**src/rtl/core/owm_pkg.sv**
```systemverilog
// Package for the 1-Wire over UART master: request and result codes,
// slot bytes, register defaults and the result record.
// No dependencies; used by the core and its checker.
package owm_pkg;

  localparam int unsigned BITS_PER_BYTE_DEF = 8;

  localparam logic [7:0] SLOT_ONE    = 8'hFF;
  localparam logic [7:0] SLOT_ZERO   = 8'h00;
  localparam logic [7:0] RESET_PULSE = 8'hF0;

  localparam logic [7:0] RESET_BAUD_DEF = 8'd217;
  localparam logic [7:0] DATA_BAUD_DEF  = 8'd253;

  // Register word index on the configuration port.
  localparam logic REG_RESET_BAUD = 1'b0;
  localparam logic REG_DATA_BAUD  = 1'b1;

  typedef enum logic [1:0] {
    OP_RESET = 2'd0,
    OP_WBYTE = 2'd1,
    OP_WBIT  = 2'd2,
    OP_RX    = 2'd3
  } op_t;

  localparam logic [1:0] KIND_TX         = 2'd0;
  localparam logic [1:0] KIND_RESET_DONE = 2'd1;
  localparam logic [1:0] KIND_WRITE_DONE = 2'd2;

  typedef struct packed {
    logic [1:0] kind;
    logic [7:0] tx_byte;
    logic [7:0] baud_code;
    logic [7:0] reply;
  } result_t;

  function automatic logic [7:0] slot_byte(input logic bit_value);
    return bit_value ? SLOT_ONE : SLOT_ZERO;
  endfunction

endpackage

```
**src/rtl/core/onewire_over_uart_master_unit.sv**
```systemverilog
// 1-Wire bus master sequenced through a byte UART: request decode, slot
// sequencing, echo decoding and a skid-buffered result register.
// Depends on owm_pkg.
//
//  channel  | handshake                | payload
//  ---------+--------------------------+--------------------------------------
//  in       | in_valid / in_stall      | op, data
//  out      | out_valid / out_stall    | kind, tx_byte, baud_code, reply
//  config   | psel penable pwrite ...  | paddr, pwdata, prdata (APB write/read)
//
// One item is taken every cycle while in_stall is low; its result, if any, shows on the output
// register in the cycle after the transfer when that register is free.
// The sequencing state updates on each accepted item, which sets this rate.
// A skid register takes one result while out_stall holds the output;
// in_stall rises only while the skid register is full.
// Reset clears the sequencing state and both buffer valid flags and restores the baud codes.
module onewire_over_uart_master_unit #(
  parameter int unsigned BITS_PER_BYTE = owm_pkg::BITS_PER_BYTE_DEF
) (
  input  logic        clk,
  input  logic        rst,
  input  logic        in_valid,
  output logic        in_stall,
  input  logic [1:0]  op,
  input  logic [7:0]  data,
  output logic        out_valid,
  input  logic        out_stall,
  output logic [1:0]  kind,
  output logic [7:0]  tx_byte,
  output logic [7:0]  baud_code,
  output logic [7:0]  reply,
  input  logic        psel,
  input  logic        penable,
  input  logic        pwrite,
  input  logic [2:0]  paddr,
  input  logic [31:0] pwdata,
  output logic [31:0] prdata,
  output logic        pready
);
  import owm_pkg::*;

  localparam int unsigned CNT_W = $clog2(BITS_PER_BYTE + 1);

  typedef enum logic [1:0] {
    P_IDLE  = 2'd0,
    P_RESET = 2'd1,
    P_WBYTE = 2'd2,
    P_WBIT  = 2'd3
  } pend_t;

  pend_t            pending;
  pend_t            pending_next;
  logic [CNT_W-1:0] slots_sent;
  logic [CNT_W-1:0] slots_sent_next;
  logic [7:0]       bits_to_send;
  logic [7:0]       bits_to_send_next;
  logic [7:0]       echo_bits;
  logic [7:0]       echo_bits_next;
  logic [7:0]       reset_baud;
  logic [7:0]       data_baud;

  result_t          res;
  logic             res_valid;
  result_t          out_res;
  result_t          skid_res;
  logic             skid_valid;

  logic             in_fire;
  logic             cfg_write;
  logic [2:0]       slot_idx;
  logic [2:0]       echo_idx;
  logic [7:0]       echo_upd;

  assign pready    = 1'b1;
  assign cfg_write = psel && penable && pwrite && pready;
  assign prdata    = (paddr[2] == REG_DATA_BAUD) ? 32'(data_baud) : 32'(reset_baud);

  assign in_stall = skid_valid;
  assign in_fire  = in_valid && !in_stall;

  assign slot_idx = 3'(slots_sent);
  assign echo_idx = 3'(slots_sent - 1'b1);
  assign echo_upd = echo_bits | (8'(data == SLOT_ONE) << echo_idx);

  always_comb begin
    pending_next      = pending;
    slots_sent_next   = slots_sent;
    bits_to_send_next = bits_to_send;
    echo_bits_next    = echo_bits;
    res               = '0;
    res_valid         = 1'b0;
    unique case (op_t'(op))
      OP_RESET: begin
        pending_next  = P_RESET;
        res_valid     = 1'b1;
        res.kind      = KIND_TX;
        res.tx_byte   = RESET_PULSE;
        res.baud_code = reset_baud;
      end
      OP_WBYTE: begin
        pending_next      = P_WBYTE;
        bits_to_send_next = data;
        echo_bits_next    = '0;
        slots_sent_next   = CNT_W'(1);
        res_valid         = 1'b1;
        res.kind          = KIND_TX;
        res.tx_byte       = slot_byte(data[0]);
        res.baud_code     = data_baud;
      end
      OP_WBIT: begin
        pending_next  = P_WBIT;
        res_valid     = 1'b1;
        res.kind      = KIND_TX;
        res.tx_byte   = slot_byte(data[0]);
        res.baud_code = data_baud;
      end
      OP_RX: begin
        unique case (pending)
          P_RESET: begin
            pending_next = P_IDLE;
            res_valid    = 1'b1;
            res.kind     = KIND_RESET_DONE;
            res.reply    = data;
          end
          P_WBIT: begin
            pending_next = P_IDLE;
            res_valid    = 1'b1;
            res.kind     = KIND_WRITE_DONE;
            res.reply    = data;
          end
          P_WBYTE: begin
            echo_bits_next = echo_upd;
            res_valid      = 1'b1;
            if (slots_sent >= CNT_W'(BITS_PER_BYTE)) begin
              pending_next = P_IDLE;
              res.kind     = KIND_WRITE_DONE;
              res.reply    = echo_upd;
            end else begin
              res.kind        = KIND_TX;
              res.tx_byte     = slot_byte(bits_to_send[slot_idx]);
              res.baud_code   = data_baud;
              slots_sent_next = slots_sent + 1'b1;
            end
          end
          default: begin
            // An echo with nothing in progress is dropped.
          end
        endcase
      end
      default: begin
      end
    endcase
  end

  always_ff @(posedge clk) begin
    if (rst) begin
      pending      <= P_IDLE;
      slots_sent   <= '0;
      bits_to_send <= '0;
      echo_bits    <= '0;
      reset_baud   <= RESET_BAUD_DEF;
      data_baud    <= DATA_BAUD_DEF;
      out_valid    <= 1'b0;
      skid_valid   <= 1'b0;
    end else begin
      if (cfg_write) begin
        if (paddr[2] == REG_DATA_BAUD) begin
          data_baud <= pwdata[7:0];
        end else begin
          reset_baud <= pwdata[7:0];
        end
      end
      if (in_fire) begin
        pending      <= pending_next;
        slots_sent   <= slots_sent_next;
        bits_to_send <= bits_to_send_next;
        echo_bits    <= echo_bits_next;
      end
      // The output register refills from the skid register first; no new
      // item is taken while the skid register is full.
      if (!out_valid || !out_stall) begin
        if (skid_valid) begin
          out_res    <= skid_res;
          out_valid  <= 1'b1;
          skid_valid <= 1'b0;
        end else begin
          out_res   <= res;
          out_valid <= in_fire && res_valid;
        end
      end else if (in_fire && res_valid) begin
        skid_res   <= res;
        skid_valid <= 1'b1;
      end
    end
  end

  assign kind      = out_res.kind;
  assign tx_byte   = out_res.tx_byte;
  assign baud_code = out_res.baud_code;
  assign reply     = out_res.reply;

endmodule

```
**config.mk**
```make
export PLATFORM = sky130hd
export DESIGN_NAME = onewire_over_uart_master_unit
export DESIGN_NICKNAME = d
export VERILOG_FILES = /design/src/rtl/core/owm_pkg.sv /design/src/rtl/core/onewire_over_uart_master_unit.sv
export SDC_FILE = /design/constraint.sdc
export NUM_CORES = 1
export LEC_CHECK = 0
export BUFFER_PORTS_ARGS = -buffer_cell sky130_fd_sc_hd__buf_4
export CAP_MARGIN = 25
export CORE_AREA = 2 2 98 124
export CTS_BUF_LIST = sky130_fd_sc_hd__clkbuf_4
export DETAILED_ROUTE_END_ITERATION = 7
export DIE_AREA = 0 0 100 126
export GPL_ROUTABILITY_DRIVEN = 1
export SYNTH_ARGS = -nofsm -noshare
export SYNTH_HDL_FRONTEND = slang
export SYNTH_SLANG_ARGS = --single-unit
```
**constraint.sdc**
```tcl
create_clock -name clk -period 9.45 [get_ports clk]
set_clock_uncertainty 0.05 [all_clocks]
set_input_delay 1.89 -clock clk [delete_from_list [all_inputs] [get_ports clk]]
set_output_delay 1.89 -clock clk [all_outputs]
set_load 0.02 [all_outputs]
```
Word level (Yosys, flattened, before mapping):

Cells that the tools add are included.

* register bits: 92
* bits in latches: 0
* RAM bits: 0
* ROM bits: 0
* input port bits: 52
* word-level logic and storage cells: 84
* memories kept: 0

* $add $sub $neg: 2
* multipliers: 0
* div/mod/pow operators: 0
* $lt $le $gt $ge: 2
* eq/ne operators: 11
* shifts and indexed selects: 1
* muxes and demuxes: 25
* bitwise operators: 4
* reduce and logical (&&, ||, !) cells: 23

Operator list (number)
* $pmux W18 S3: 1
* $mux W8: 6
* $mux W16: 2
* $pmux W8 S2: 2
* $mux W26: 1
* $reduce_and A3 Y1: 3
* $eq A2 B2 Y1 const B: 4
* $eq A8 B8 Y1 const B: 1
* $mux W4: 2
* $or A8 B8 Y8: 1
* $pmux W2 S4: 1
* $pmux W4 S2: 1
* $reduce_and A2 Y1: 4
* $shl A1 B3 Y8: 1
* $pmux W2 S3: 1
* $reduce_or A2 Y1: 3
* $reduce_or A3 Y1: 2
* $add A4 B1 Y4 const B: 1
* $eq A2 B1 Y1 const B: 2
* $ge A4 B4 Y1 const B: 1
* $logic_and A1 B1 Y1: 4
* $lt A3 B4 Y1 const B: 1
* $mux W2: 2
* $pmux W2 S2: 1
* 14 further kinds: 20

Logic depth before layout (Yosys ltp):

* depth after elaboration: 7
* depth in mapped cells: 7
* depth with buffers taken out: 6

Worst setup path before layout:

Ideal clock, no wire load.

* path kind: in2reg
* from: input op[0]
* to: register skid_res[0] (netlist name) (enable)
* setup time: 448 ps
* data arrival time: 4322 ps
* slack: 4630 ps
* stages on the path: 4
* buffers on the path: 1
* path through: ha_1 > buf_2 > nor3b_1 > nor4_1

* longest elaborated chain between the ends: 5
* elaborated cells between the ends (all ways): 8

Ends and longest elaborated chain
* start, declared: RTL line onewire_over_uart_master_unit.sv:24 `input logic [1:0] op,`
* $eq A2 B2 Y1, or another cell as far along: RTL line onewire_over_uart_master_unit.sv:92 `unique case (op_t'(op))`
* $reduce_or A3 Y1 (no line)
* $pmux W1 S2 *: RTL line onewire_over_uart_master_unit.sv:92
* $logic_and A1 B1 Y1 *: RTL line onewire_over_uart_master_unit.sv:190 `end else if (in_fire && res_valid) begin`
* $reduce_and A3 Y1 (no line) *
* end signal, assigned: RTL line onewire_over_uart_master_unit.sv:191 `skid_res <= res;`
* end, declared: RTL line onewire_over_uart_master_unit.sv:65 `result_t skid_res;`

Every way passes the cells marked *; elsewhere a longest branch is shown, timed or not.
A chain may end at the register's enable or synchronous reset.

Worst setup path in the final report:

* from: input paddr[2]
* to: output prdata[2]

* longest elaborated chain between the ends: 1

Ends and longest elaborated chain
* start, declared: RTL line onewire_over_uart_master_unit.sv:35 `input logic [2:0] paddr,`
* $mux W8: RTL line onewire_over_uart_master_unit.sv:76 `assign prdata = (paddr[2] == REG_DATA_BAUD) ? 32'(data_baud) : 32'(reset_baud);`
* end, declared: RTL line onewire_over_uart_master_unit.sv:37 `output logic [31:0] prdata,`

No other way between the ends.

==> results.toml <==
[logic_synthesis]
synth_simple_gate_area_share_pct = 15.1
synth_cell_type_count = 47
synthAdderAreaFrac_pct = 1.92
synth-compound-area-share_pct = 12.8
synthXorXnorAreaFrac_pct = 0.671
synth-seq-cells = 80
synthMuxAreaShare_pct = 9.11
netlist_instances = 362
synth_top_family_by_area = "simple AND/OR/NAND/NOR gates"
postSynthAreaPerCell_um2 = 10.8
ys_seq_area_share_pct = 51.1
async_flop_share_pct = 0
synth_edf_count = 40
syn_area_um2 = 3920
yosys_warnings = 0
synth-main-ff-cell = "edfxtp_1"

[drt]
firstDrtPassIters = 4
ant_nets = 0
avgRoutedWirePerCell_um = 14.2
route.detailed.drc = 0
drt-total-wl_mm = 7.88
drtIter0Drc = 145
post_drt_via_cell_ratio = 4.88
via_count = 2716

[setup_path]
rr_worst_depth = 6
crit_start = "paddr[2]"
path_class = "primary input to output port"
endpoint = "prdata[2]"
cp_max_fo = 11
slowest_delay_ns = 0.36
crit_buf_inv = 2
cpMostUsedCell = "buf_4"
path_depth = 3
arrival_ns = 2.58
r2r_setup_slack_ns = 7.24
timing.rr.end = "reply[7]"
cp_top_family = "multiplexers"
required_ns = 7.51
worstSetupEndpointType = "output port"
r2r-start = "slots_sent[0]"
setup.worst_path.start_class = "primary input"
slowest_stage = "mux2_2"
worstPathCellList = "buf_4, mux2_2, buf_4"

[placed_design]
post-place-ws_ns = 4.92
place_area_um2 = 4330
post-place-cells = 536
place_congestion = 0.765
portBuffers = 61
dp_hpwl_mm = 5.67

[floorplanning]
ios = 113
die_y_um = 126
coreArea_um2 = 11500
dieArea_um2 = 12600
initial_core_util_pct = 34.2
rows = 44
die_width_um = 100

[global_route]
grt_pass1_vias = 2562
grt_pass1_wl_mm = 12.8
globalRouteMet3Util_pct = 2.89
grt-ovfl-total = 0
met1_usage_pct = 16.8
globalRouteTotalUtil_pct = 12.8
antenna_found_initial = 1
grt_max_degree = 36
use_met2_pct = 20.3
top_usage_layer = "met2"

[outcome]
run_status = "finished, final reports clean"

[finish]
instances_no_fill = 556
design_area_um2 = 4520
drive_above_1_share_pct = 27.8
syn_to_final_growth_pct = 15.4
fin_nets = 470

[clock_tree]
tritoncts = "built"
clock_path_buffers = 2
cts_buffers = 9
ctsHoldBuffers = 0
htreeDepth = 3
cts.clk_slew.worst_paths_ns = 0.12
post_cts_resized = 0
root_buffer = "clkbuf_4"
cts_setup_buffers = 0
worstSkewPairLatency_ns = 0.43
clock_sinks = 80

[timing]
slew_headroom_pct = 55.8
fin_crit_sh_pct = 47.8
tns_ns = 0
rsz0062_at_grt = "false"
setup_viol = 0
tightest_slew_ns = 0.663
fmax_ghz = 0.221
post-route-worst-setup-slack_ns = 4.93
holdWs_ns = 0.433
min_period_ns = 4.52
hold_violations = 0
slew_violations = 0

[hold_path]
hold_class = "register to register"

[job]
drv_cap = 0

[power]
peakVddDrop_v = 0.0000563
leakagePower_nw = 1.75
powerDensity_nw_per_um2 = 157
## placed cells by master (no fill, tap or decap), types with 7 or more instances in the layout
| cell type | instances |
|---|---|
| mux2i_1 | 12 |
| dfxtp_1 | 40 |
| nor2_1 | 28 |
| conb_1 | 25 |
| buf_4 | 65 |
| clkbuf_4 | 10 |
| o21ai_1 | 17 |
| nand3b_1 | 8 |
| inv_1 | 8 |
| nor2b_1 | 7 |
| a22o_1 | 12 |
| a21oi_1 | 22 |
| nand2_1 | 23 |
| nand3_1 | 11 |
| mux2_2 | 21 |
| edfxtp_1 | 40 |
## state kept, by name, indices dropped and copies added (netlist names), 4 cells and up
signal	count
skid_res	20
slots_sent	4
data_baud	8
bits_to_send	8
baud_code	8
echo_bits	8
reply	8
reset_baud	8
## cell families after synthesis
family	count (synthesis)
buffers and inverters	58
xor gates and xnor gates	3
other	2
and+or+nand+nor	106
adders and majority gates	6
AOI/OAI and AO/OA	74
DFF	80
muxes	33
## cell type report
type,instances,area [µm²]
diodes,1,2.50
clock buffers,10,75.1
clock inverters,6,83.8
fillers,1126,6930
inverters,8,30.0
multi-input cells,247,1660
flip-flops and latches,80,2000
well taps,138,173
repair buffers,66,499
## per-layer routing
layer | vias to the layer above | wire, µm
met3 | 12 | 415
li1 | 1360 | -
met5 | - | 0
met2 | 85 | 3740
met1 | 1259 | 3550
met4 | 0 | 166
## how the worst min path moves through the flow
stage / start / end / slack [ns] / cells past startpoint
floorplan: echo_bits[0] / echo_bits[0] / 0.39 / 1
global placement: echo_bits[4] / echo_bits[4] / 0.40 / 1
detailed placement: echo_bits[5] / echo_bits[5] / 0.41 / 1
CTS: data_baud[1] / data_baud[1] / 0.43 / 2
global route: echo_bits[5] / echo_bits[5] / 0.45 / 1
finish: data_baud[1] / data_baud[1] / 0.43 / 2
## tightest hold or removal path: stages, from the launching register on
cell and delay [ns]:
dfxtp_1 0.34, nand2_1 0.05, a21oi_1 0.05
## through the flow
step / utilization, % / power (W)
finish: 39.5 / 0.000710
detailed placement: 37.8 / 0.000492
global route: 39.5 / 0.000740
CTS: 39.2 / 0.000718
global placement: 37.8 / 0.000491
floorplan: - / 0.000466
## Yosys cell counts (2+ instances only)
cell type	n	area, µm²
a21oi_1	23	115
nand2_1	23	86.3
nand2b_1	6	37.5
mux2i_1	12	120
nand3_1	11	55.1
nor3_1	4	20.0
ha_1	6	75.1
nand3b_1	8	60.1
buf_2	8	40.0
dfxtp_1	40	801
a211o_1	5	43.8
xor2_1	2	17.5
o21ai_1	17	85.1
nand4_1	4	25.0
a22o_1	12	105
edfxtp_1	40	1200
clkbuf_1	8	30.0
o21ai_0	2	10.0
nor2b_1	7	43.8
inv_1	8	30.0
nor2_1	28	105
o22ai_1	2	12.5
conb_1	2	7.51
mux2_2	21	236
a32o_1	5	50.1
nor4_2	4	50.1
buf_4	34	255
## power by group
group | leakage [nW] | internal [W] | switching, W
logic | 0.983 | 0.0000397 | 0.0000590
clock network | 0.0801 | 0.000109 | 0.000117
registers | 0.687 | 0.000378 | 0.00000760
total | 1.75 | 0.000527 | 0.000184
(Power assumes the default switching activity.)
